`src/sv/gsc_pkg.sv`:
```
package gsc_pkg;

  // Input transaction payload
  typedef struct packed {
    logic               cmd;
    logic        [11:0] cell_index;
    logic signed [7:0]  cell_value;
    logic        [5:0]  from_x;
    logic        [5:0]  from_y;
    logic signed [15:0] to_x;
    logic signed [15:0] to_y;
  } in_t;

  // Result transaction payload
  typedef struct packed {
    logic       blocked;
    logic [1:0] reason;
  } out_t;

  // Command codes
  localparam logic CMD_WRITE = 1'b0;
  localparam logic CMD_CHECK = 1'b1;

  // Obstacle code after reset
  localparam logic signed [7:0] OBSTACLE_RESET = 8'sd100;

  typedef enum logic [1:0] {
    RS_FREE          = 2'd0,
    RS_OUT_OF_BOUNDS = 2'd1,
    RS_END_OCCUPIED  = 2'd2,
    RS_PATH_OCCUPIED = 2'd3
  } reason_t;

  typedef enum logic [2:0] {
    ST_CLEAR,
    ST_IDLE,
    ST_CHECK,
    ST_END_CMP,
    ST_WALK,
    ST_FINISH
  } state_t;

  // Controller to datapath
  typedef struct packed {
    logic    clear_en;
    logic    wr_cell;
    logic    capture;
    logic    start;
    logic    walk;
    logic    set_reason;
    reason_t reason;
    logic    load_result;
  } ctl_cmd_t;

  // Datapath to controller
  typedef struct packed {
    logic clear_last;
    logic oob;
    logic end_hit;
    logic zero_len;
    logic walk_hit;
    logic walk_done;
  } ctl_sts_t;

endpackage

```
`src/sv/gsc_ctrl.sv`:
```
module gsc_ctrl (
  input  logic             clk,
  input  logic             rst_n,
  input  logic             in_valid,
  input  logic             in_is_check,
  output logic             in_stall,
  output logic             out_valid,
  input  logic             out_stall,
  input  gsc_pkg::ctl_sts_t sts,
  output gsc_pkg::ctl_cmd_t cmd
);
  import gsc_pkg::*;

  state_t state_r, state_nxt;
  logic   out_valid_r, out_valid_nxt;

  // State and output slot registers
  always_ff @(posedge clk) begin
    if (!rst_n) begin
      state_r     <= ST_CLEAR;
      out_valid_r <= 1'b0;
    end else begin
      state_r     <= state_nxt;
      out_valid_r <= out_valid_nxt;
    end
  end

  assign in_stall  = (state_r != ST_IDLE);
  assign out_valid = out_valid_r;

  // Next state and commands
  always_comb begin
    cmd           = '0;
    state_nxt     = state_r;
    out_valid_nxt = out_valid_r && out_stall;
    case (state_r)
      ST_CLEAR: begin
        cmd.clear_en = 1'b1;
        if (sts.clear_last) state_nxt = ST_IDLE;
      end
      ST_IDLE: begin
        if (in_valid) begin
          if (in_is_check) begin
            cmd.capture = 1'b1;
            state_nxt   = ST_CHECK;
          end else begin
            cmd.wr_cell = 1'b1;
          end
        end
      end
      ST_CHECK: begin
        if (sts.oob) begin
          cmd.set_reason = 1'b1;
          cmd.reason     = RS_OUT_OF_BOUNDS;
          state_nxt      = ST_FINISH;
        end else begin
          cmd.start = 1'b1;
          state_nxt = ST_END_CMP;
        end
      end
      ST_END_CMP: begin
        if (sts.end_hit) begin
          cmd.set_reason = 1'b1;
          cmd.reason     = RS_END_OCCUPIED;
          state_nxt      = ST_FINISH;
        end else if (sts.zero_len) begin
          cmd.set_reason = 1'b1;
          cmd.reason     = RS_FREE;
          state_nxt      = ST_FINISH;
        end else begin
          state_nxt = ST_WALK;
        end
      end
      ST_WALK: begin
        cmd.walk = 1'b1;
        if (sts.walk_hit) begin
          cmd.set_reason = 1'b1;
          cmd.reason     = RS_PATH_OCCUPIED;
          state_nxt      = ST_FINISH;
        end else if (sts.walk_done) begin
          cmd.set_reason = 1'b1;
          cmd.reason     = RS_FREE;
          state_nxt      = ST_FINISH;
        end
      end
      ST_FINISH: begin
        // Hand the result over once the output slot is free
        if (!out_valid_r || !out_stall) begin
          cmd.load_result = 1'b1;
          out_valid_nxt   = 1'b1;
          state_nxt       = ST_IDLE;
        end
      end
      default: begin
        state_nxt = ST_IDLE;
      end
    endcase
  end

endmodule

```
`config.mk`:
```
export PLATFORM = sky130hd
export DESIGN_NAME = gsc_ctrl
export DESIGN_NICKNAME = d
export VERILOG_FILES = /design/src/sv/gsc_pkg.sv /design/src/sv/gsc_ctrl.sv
export SDC_FILE = /design/constraint.sdc
export NUM_CORES = 1
export LEC_CHECK = 0
export BUFFER_PORTS_ARGS = -buffer_cell sky130_fd_sc_hd__buf_2
export CAP_MARGIN = 20
export CORE_AREA = 5 5 42 44
export DETAILED_ROUTE_END_ITERATION = 7
export DIE_AREA = 0 0 47 49
export PLACE_DENSITY = 0.52
export SYNTH_ARGS = -nofsm -noshare
export SYNTH_HDL_FRONTEND = slang
export SYNTH_SLANG_ARGS = --single-unit
export TNS_END_PERCENT = 5
```
`constraint.sdc`:
```
create_clock -name clk -period 1.6 [get_ports clk]
set_input_delay 0.32 -clock clk [delete_from_list [all_inputs] [get_ports clk]]
set_output_delay 0.32 -clock clk [all_outputs]
set_load 0.005 [all_outputs]
```
Word level (Yosys, flattened, before mapping). Cells that the tools add are included. Widths: inputs -> output; s select.

Output and inout port bits: 11. Flip-flop bits (word level): 4. Word-level logic and storage cells: 47.

Eq/ne operators: 11. Mux-type cells: 28. Reduce and logical (&&, ||, !) cells: 6.

Operator list (count): $mux 3 (12); $pmux 3 s6 (1); $mux 1 (12); $pmux 3 s3 (1); $ne 2x2->1 const B (4); $eq 3x2->1 const B (2); $eq 3x3->1 const B (2); $reduce_and 5->1 (1); $mux 2 (2); $eq 3x1->1 const B (1); $logic_not 3->1 (1); $ne 3x1->1 const B (1); $ne 3x3->1 const B (1); $logic_not 1->1 (2); $logic_and 1x1->1 (1); $logic_or 1x1->1 (1).

Longest topological paths before layout. Gate-level depths: netlist of the first run.

Word-level depth: 4. Mapped depth: 5. Mapped depth without buffers: 4.

Worst setup path before layout of the first run. OpenSTA, ideal clock, no wires.

Path type: register to output. From: register state_r[1]. To: output port cmd[2] in the netlist's numbering. Buffers on the path: 1. Cell stages (with the launch flop): 5. Arrival: 1.035 ns. Setup slack: 0.245 ns. Cell sequence: dfxtp_1 buf_6 or2b_2 nor2_1 a32o_1.

RTL lines: start: declaration (line gsc_ctrl.sv:14) `state_t state_r, state_nxt;`; start signal: assignment (line gsc_ctrl.sv:23) `state_r <= state_nxt;`; end: declaration (line gsc_ctrl.sv:10) `output gsc_pkg::ctl_cmd_t cmd`.

==> flow_metrics.env, run 1 <==
export IMPL_clock_fmax_mhz=633
export IMPL_grt_pass1_wl_um=1630
export IMPL_cts_sinks=4
export IMPL_synth_top_family_by_area="simple AND/OR/NAND/NOR gates"
export IMPL_rows=14
export IMPL_cp_slowest_stage_delay_ps=350
export IMPL_synth_simple_area_share_pct=41.2
export IMPL_drt_total_wl_um=1090
export IMPL_synth_nets=58
export IMPL_synth_adder_area_share_pct=0
export IMPL_seq_area_frac_synth_pct=21.8
export IMPL_vias_per_cell=4.67
export IMPL_ctsHoldBuffers=0
export IMPL_placed_area_um2=482
export IMPL_syn_avg_cell_area_um2=7.83
export IMPL_grt_overflow=0
export IMPL_gp_congestion=0.739
export IMPL_synthToLayoutAreaGrowth_pct=53.4
export IMPL_die_height_um=49
export IMPL_syn_area_um2=368
export IMPL_status="finished clean"
export IMPL_clock_skew_ps=0.452
export IMPL_dieArea_um2=2300
export IMPL_min_period_over_period_pct=98.7
export IMPL_crit_chain="buf_6 -> nor3b_4 -> nand2_1 -> nor2_1 -> buf_2"
export IMPL_dp_hpwl_um=796
export IMPL_leakagePower_uw=0.000285
export IMPL_route_detailed_drc=0
export IMPL_cp_end_kind="primary output"
export IMPL_rsz0062_at_grt="yes"
export IMPL_synth_compound_area_share_pct=23.8
export IMPL_htreeDepth=1
export IMPL_hold_ws_ps=335
export IMPL_synth_xor_area_share_pct=0
export IMPL_slew_viol_final=0
export IMPL_yosysMostFrequentCell="nor2_1"
export IMPL_nets=88
export IMPL_cts_tree="yes"
export IMPL_crit_slowest_cell="dfxtp_4"
export IMPL_hp_class="in -> reg"
export IMPL_worst_pin_slew_ps=252
export IMPL_yosysTopAreaCell="dfxtp_1"
export IMPL_port_buffers=21
export IMPL_synth_seq_cells=4
export IMPL_period_needed_ps=1580
export IMPL_ys_warn_count=0
export IMPL_ir_drop_v=0.000619
export IMPL_synthArstFlopShare_pct=0
export IMPL_wl_per_cell_um=12.0
export IMPL_syn_inst=47
export IMPL_hold_viol_final=0
export IMPL_synthMuxAreaShare_pct=3.06
export IMPL_insertedDiodeCount=0
export IMPL_grt_max_degree=11
export IMPL_ys_flop_type="dfxtp_1"
export IMPL_critical_path_arrival_ps=1260
export IMPL_critPathRequiredTime_ps=1280
export IMPL_route_vias_total=425
export IMPL_finalSetupViolCount=0
export IMPL_drtPass1Iterations=3
export IMPL_path_max_fanout=5
export IMPL_crit_type="reg -> out"
export IMPL_antenna_found_initial=0
export IMPL_yosysTopAreaCellShare_pct=21.8
export IMPL_ant_nets=0
export IMPL_start_util_pct=26.3
export IMPL_coreArea_um2=1400
export IMPL_numCtsBuffers=3
export IMPL_powerDensity_nw_per_um2=1660
export IMPL_drt_iter0_drc=7
export IMPL_slew_headroom_pct=83.0
export IMPL_grt_pass1_vias=394
export IMPL_drv_cap=0
export IMPL_synth_distinct_cells=23
export IMPL_die_x_um=47
export IMPL_cts_root_buf="clkbuf_4"
export IMPL_cts_buffer_depth=2
export IMPL_synth_edff_count=0
export IMPL_layout_drive_gt1_share_pct=57.3
export IMPL_ys_top_cells_by_count="nor2_1 (8), nand2_1 (6), dfxtp_1 (4), o21ai_0 (4), buf_6 (3)"
export IMPL_grt_util_all_layers_pct=9.72
export IMPL_cp_top_family="simple AND/OR/NAND/NOR gates"
export IMPL_clock_latency_ps=230
export IMPL_clk_pin_slew_ps=40
export IMPL_synthTopCellsByArea="dfxtp_1 (22%), buf_6 (9.2%), nor2_1 (8.2%)"
export IMPL_critPathLaunchType="register"
export IMPL_critPathBufInv=2
export IMPL_io_pins=22
export IMPL_stdcell_area_um2=564
worst paths after layout:
check	startpoint	to	slack, ps	cells past startpoint
min reg2reg	out_valid	out_valid	570	2
max	state_r[2]	cmd[7]	20	5
min	rst_n	state_r[2]	340	2
max reg2reg	state_r[2]	state_r[2]	110	7
routing by layer:
| metal | routed length (um) | GRT usage, % | vias to the layer above | part of all wire, % |
|---|---|---|---|---|
| li1 | - | - | 223 | - |
| met1 | 472 | 12.1 | 188 | 43 |
| met2 | 530 | 13.8 | 14 | 49 |
| met3 | 86 | 6.27 | 0 | 7.9 |
| met4 | 0 | 2.30 | 0 | 0 |
| met5 | 0 | 0 | - | 0 |
logic make-up (layout without fill, tap and decap cells):
group / count (synthesis) / after routing
multiplexers: 1 / 1
flip-flops: 4 / 4
AO/OA/AOI/OAI: 12 / 12
AND/OR/NAND/NOR: 26 / 26
buffers and inverters: 4 / 32
timing repair:
| action | CTS | global route |
|---|---|---|
| setup endpoints to repair | 6 | 6 |
| resized for setup | 5 | 7 |
| setup buffers | 1 | 3 |
| pin swaps | 1 | 4 |
worst register-to-register path, stage by stage, from the launching register on:
cell and delay [ps]:
dfxtp_4 350, buf_6 130, nor3b_4 250, buf_4 160
buf_4 110, a2bb2oi_2 60, a21o_2 210, o311a_1 110
metrics by stage:
stage	setup TNS [ps]	instances	setup slack, ps	power [uW]	util [%]
after floorplan	0	47	245	533	-
after global placement	0	84	147	669	34.4
after detailed placement	0	84	142	664	34.4
after CTS	-53.3	88	-22.8	828	37.1
after global routing	-128	91	-89.7	1010	40.3
final	0	91	20.3	934	40.3
layout make-up:
class | count | area, um^2
Multi-Input combinational cell | 39 | 268
Timing Repair Buffer | 28 | 161
Inverter | 1 | 3.75
Tap cell | 16 | 20.0
Fill cell | 157 | 837
Sequential cell | 4 | 88.8
Clock buffer | 3 | 22.5
layout by cell type, fill, tap and decap left out, types with 2 or more instances in the layout:
master / synthesis / routed
dfxtp_4: 0 / 2
buf_4: 0 / 6
a21oi_1: 2 / 2
nor2_1: 8 / 7
buf_2: 0 / 21
clkbuf_4: 0 / 3
nand3b_1: 2 / 2
o21ai_0: 4 / 3
nand2_1: 6 / 6
nand2b_1: 2 / 2
nor3_1: 2 / 2
flip-flops by register name, indices dropped and copies added, names as in the netlist:
signal,count
out_valid,1
state_r,3
power breakdown:
group	total, uW	internal [uW]	leakage [uW]	switching, uW
clock	127	84.0	0.0000138	43.0
combinational	611	342	0.000237	270
sequential	196	145	0.0000345	50.6
(Power assumes the default switching activity.)
==> run 2, diff against run 1 <==
CORE_AREA = 2 2 39 41   (was 5 5 42 44)
DIE_AREA = 0 0 41 43   (was 0 0 47 49)
clock period = 1.55 ns   (was 1.6 ns; I/O delays follow)
==> flow_metrics.env, run 2 (same netlist as run 1, synthesis figures left out) <==
export IMPL_status="complete, but fails checks"
export IMPL_violations="setup timing"
export IMPL_dp_hpwl_um=789
export IMPL_worst_pin_slew_ps=318
export IMPL_cts_buffer_depth=2
export IMPL_cp_end_kind="primary output"
export IMPL_setup_ws_ps=-0.415
export IMPL_cts_sinks=4
export IMPL_drt_total_wl_um=985
export IMPL_critPathRequiredTime_ps=1240
export IMPL_hold_depth=2
export IMPL_mostFrequentLayoutCells="buf_2 (20), buf_4 (9), nor2_1 (7), nand2_1 (6)"
export IMPL_min_period_over_period_pct=100
export IMPL_dieArea_um2=1760
export IMPL_r2r_end="state_r[2]"
export IMPL_total_power_uw=992
export IMPL_powerDensity_nw_per_um2=1700
export IMPL_clock_fmax_mhz=645
export IMPL_synthToLayoutAreaGrowth_pct=58.5
export IMPL_ir_drop_v=0.000755
export IMPL_route_detailed_drc=0
export IMPL_critPathLaunchType="register"
export IMPL_finalSetupViolCount=1
export IMPL_die_x_um=41
export IMPL_cts_tree="yes"
export IMPL_rsz0062_at_grt="yes"
export IMPL_clk_pin_slew_ps=40
export IMPL_grt_util_all_layers_pct=14.6
export IMPL_hold_viol_final=0
export IMPL_min_to="state_r[2]"
export IMPL_largest_register_ff_count=3
export IMPL_drtPass1Iterations=4
export IMPL_leakagePower_uw=0.000299
export IMPL_period_needed_ps=1550
export IMPL_nets=91
export IMPL_ant_nets=0
export IMPL_vias_per_cell=4.81
export IMPL_top_register="state_r"
export IMPL_coreArea_um2=1380
export IMPL_path_max_fanout=4
export IMPL_met1Wirelength_um=405
export IMPL_grt_pass1_wl_um=1740
export IMPL_dr_wl_met2_um=530
export IMPL_gp_congestion=0.819
export IMPL_insertedDiodeCount=0
export IMPL_io_pins=22
export IMPL_clock_skew_ps=4.36
export IMPL_final_common_cell="buf_2"
export IMPL_antenna_found_initial=0
export IMPL_grt_max_degree=9
export IMPL_die_height_um=43
export IMPL_slew_headroom_pct=78.6
export IMPL_rr_worst_depth=6
export IMPL_clock_latency_ps=230
export IMPL_layout_drive_gt1_share_pct=59.0
export IMPL_dr_wl_met3_um=36
export IMPL_critical_path_arrival_ps=1240
export IMPL_rows=14
export IMPL_start_util_pct=26.6
export IMPL_crit_path_start="state_r[2]"
export IMPL_finalSetupTns_ps=-0.415
export IMPL_wl_per_cell_um=10.5
export IMPL_slew_viol_final=0
export IMPL_route_vias_total=452
export IMPL_port_buffers=21
export IMPL_crit_type="reg -> out"
export IMPL_grt_overflow=0
export IMPL_drv_cap=0
export IMPL_htreeDepth=1
export IMPL_top_layer="met4"
export IMPL_grt_pass1_vias=421
export IMPL_cts_root_buf="clkbuf_4"
export IMPL_drt_iter0_drc=3
export IMPL_hp_start="rst_n"
export IMPL_regToRegStartpoint="state_r[2]"
export IMPL_hp_class="in -> reg"
export IMPL_r2r_slack_ps=170
export IMPL_numCtsBuffers=3
export IMPL_hold_ws_ps=338
## run 2: area by class of cell
| class | instances | area (um^2) |
|---|---|---|
| fillers | 144 | 801 |
| multi-input cells | 39 | 260 |
| clock buffers | 3 | 22.5 |
| repair buffers | 31 | 190 |
| well taps | 16 | 20.0 |
| flip-flops and latches | 4 | 86.3 |
| inverters | 1 | 3.75 |
## run 2: stage by stage
stage               cells  area [um^2]  setup WS (ps)  util [%]
floorplan              47          368            205         -
finish                 94          583         -0.415      42.1
global route           94          583           -119      42.1
global placement       85          489            102      35.4
detailed placement     85          489            114      35.4
CTS                    90          538          -2.27      38.9
## run 2: what timing repair did
item / 4_1_cts / 5_1_grt
gates resized for setup: 7 / 4
buffers inserted: 2 / 4
setup endpoints to repair: 5 / 4
hold buffers: 0 / 0
pin swaps: 1 / 3
## run 2: how the worst max path moves through the flow
| stage | slack [ps] | cells past startpoint | to |
|---|---|---|---|
| 3_3_place_gp | 100 | 5 | cmd[3] |
| 5_1_grt | -120 | 5 | cmd[7] |
| 3_5_place_dp | 110 | 5 | cmd[3] |
| 2_1_floorplan | 200 | 4 | cmd[2] |
| 4_1_cts | -2 | 5 | cmd[3] |
| 6_report | -0.4 | 5 | cmd[3] |
## run 2: where the power goes
| group | total (uW) | switching, uW | internal, uW |
|---|---|---|---|
| Combinational | 673 | 278 | 395 |
| Sequential | 190 | 45.0 | 145 |
| Clock | 130 | 43.3 | 86.7 |
## run 2: per-layer routing
layer / track usage [%] / up-vias
met3: 6.28 / 2
met2: 22.5 / 6
met1: 17.7 / 213
met5: 0 / -
li1: - / 231
met4: 4.00 / 0
## run 2: critical path, stage by stage, from the launching register on
cell      delay (ps)
dfxtp_2          330
buf_4            120
nand3b_1         120
o21ai_1           70
mux2_2           250
buf_2            120
==> run 3, diff against run 2 <==
CELL_PAD_IN_SITES_DETAIL_PLACEMENT = 1   (was default)
CELL_PAD_IN_SITES_GLOBAL_PLACEMENT = 1   (was default)
CORE_AREA = default   (was 2 2 39 41)
CORE_UTILIZATION = 27   (was default)
DIE_AREA = default   (was 0 0 41 43)
MAX_ROUTING_LAYER = met4   (was default)
PLACE_DENSITY = 0.71   (was 0.52)
==> flow_metrics.env, run 3 (same netlist as run 1, synthesis figures left out) <==
export IMPL_clk_pin_slew_ps=40
export IMPL_hold_ws_ps=320
export IMPL_gp_congestion=0.793
export IMPL_violations="setup timing"
export IMPL_layout_drive_gt1_share_pct=61.0
export IMPL_nets=90
export IMPL_cts_root_buf="clkbuf_4"
export IMPL_wl_per_cell_um=12.8
export IMPL_slew_viol_final=0
export IMPL_largest_register_ff_count=3
export IMPL_dieArea_um2=1510
export IMPL_coreArea_um2=1190
export IMPL_pwr_share_comb_pct=66.3
export IMPL_status="complete, but fails checks"
export IMPL_port_buffers=21
export IMPL_crit_slowest_cell="dfxtp_4"
export IMPL_hp_class="in -> reg"
export IMPL_mostFrequentLayoutCells="buf_2 (21), nor2_1 (7), nand2_1 (6), buf_4 (5), buf_6 (4)"
export IMPL_finish_utilization_pct=49.6
export IMPL_antenna_found_initial=0
export IMPL_clock_fmax_mhz=633
export IMPL_switchingPower_uw=381
export IMPL_critPathRequiredTime_ps=1240
export IMPL_cellInternalPower_uw=583
export IMPL_final_common_cell="buf_2"
export IMPL_drv_cap=0
export IMPL_critPathLaunchType="register"
export IMPL_finalSetupTns_ps=-38.3
export IMPL_p_seq_share_pct=19.5
export IMPL_ant_nets=0
export IMPL_critPathBufInv=2
export IMPL_cp_top_family="flip-flops"
export IMPL_ir_drop_v=0.000656
export IMPL_grt_pass1_wl_um=1700
export IMPL_numCtsBuffers=3
export IMPL_setup_ws_ps=-29.9
export IMPL_crit_type="reg -> out"
export IMPL_htreeDepth=1
export IMPL_grt_max_degree=11
export IMPL_route_vias_total=444
export IMPL_drt_iter0_drc=4
export IMPL_die_height_um=38.9
export IMPL_hold_viol_final=0
export IMPL_synthToLayoutAreaGrowth_pct=59.9
export IMPL_cts_tree="yes"
export IMPL_worst_pin_slew_ps=232
export IMPL_grt_pass1_vias=356
export IMPL_clock_skew_ps=1.64
export IMPL_io_pins=22
export IMPL_drt_total_wl_um=1160
export IMPL_min_period_over_period_pct=102
export IMPL_period_needed_ps=1580
export IMPL_die_x_um=38.9
export IMPL_cts_sinks=4
export IMPL_crit_chain="buf_6 -> nand3b_1 -> o21ai_1 -> mux2_2 -> buf_2"
export IMPL_critical_path_arrival_ps=1270
export IMPL_rows=12
export IMPL_grt_util_all_layers_pct=17.5
export IMPL_grt_overflow=0
export IMPL_finalSetupViolCount=2
export IMPL_top_register="state_r"
export IMPL_clock_latency_ps=240
export IMPL_slew_headroom_pct=84.5
export IMPL_leakagePower_uw=0.000296
export IMPL_start_util_pct=31.0
export IMPL_clkPwrFrac_pct=14.2
export IMPL_cp_slowest_stage_delay_ps=350
export IMPL_cts_buffer_depth=2
export IMPL_powerDensity_nw_per_um2=1640
export IMPL_p_sw_share_pct=39.5
export IMPL_insertedDiodeCount=0
export IMPL_rsz0062_at_grt="yes"
export IMPL_drtPass1Iterations=2
export IMPL_vias_per_cell=4.88
export IMPL_path_max_fanout=4
export IMPL_route_detailed_drc=0
export IMPL_cp_end_kind="primary output"
export IMPL_dp_hpwl_um=778
==> run 3: cell count changes in the layout (fill, tap and decap cells not counted), sizes merged <==
cell  delta
buf      -1
==> run 3: final timing paths <==
kind | startpoint | depth (start not counted) | slack, ps | endpoint
setup reg to reg | state_r[2] | 6 | 170 | state_r[2]
hold reg to reg | out_valid | 2 | 530 | out_valid
hold / removal | rst_n | 2 | 320 | state_r[2]
setup / recovery | state_r[1] | 5 | -30 | cmd[3]
==> run 3: worst register-to-register path, stage by stage (launching register included) <==
cell	delay, ps
dfxtp_2	340
buf_6	150
nor3b_4	70
buf_4	140
a2bb2oi_2	160
nand2_1	90
o311a_1	320
==> run 3: repair_timing <==
action	4_1_cts	5_1_grt
resized for setup	14	2
endpoints found under the setup margin	7	6
cloned	0	0
pin swaps	5	0
hold buffers	0	0
setup buffers	5	1
==> run 3: metrics by stage <==
step | worst slack, ps | cell area, um^2 | instances | power (uW)
finish | -29.9 | 588 | 91 | 964
global route | -119 | 588 | 91 | 1050
CTS | -22.4 | 572 | 90 | 946
detailed placement | 71.8 | 479 | 82 | 692
global placement | 75.1 | 479 | 82 | 688
floorplan | 205 | 368 | 47 | 551
==> run 3: routing by layer <==
metal	global-route usage [%]	part of all wire (%)	vias up
met5	-	0	-
met4	12.9	1.9	0
met3	1.73	1.8	2
met2	23.3	49	9
met1	23.9	47	206
li1	-	-	227
==> run 3: power groups by stage <==
stage | combinational [uW] | clock [uW] | sequential (uW)
global placement | 507 | 0 | 181
floorplan | 390 | 0 | 160
CTS | 613 | 146 | 187
finish | 639 | 137 | 188
detailed placement | 511 | 0 | 182
global route | 709 | 151 | 193
==> run 3: cell type report <==
cell class / count / area, um^2
flip-flops and latches: 4 / 88.8
well taps: 14 / 17.5
multi-input cells: 39 / 268
inverters: 1 / 3.75
clock buffers: 3 / 22.5
repair buffers: 30 / 188
fillers: 163 / 598
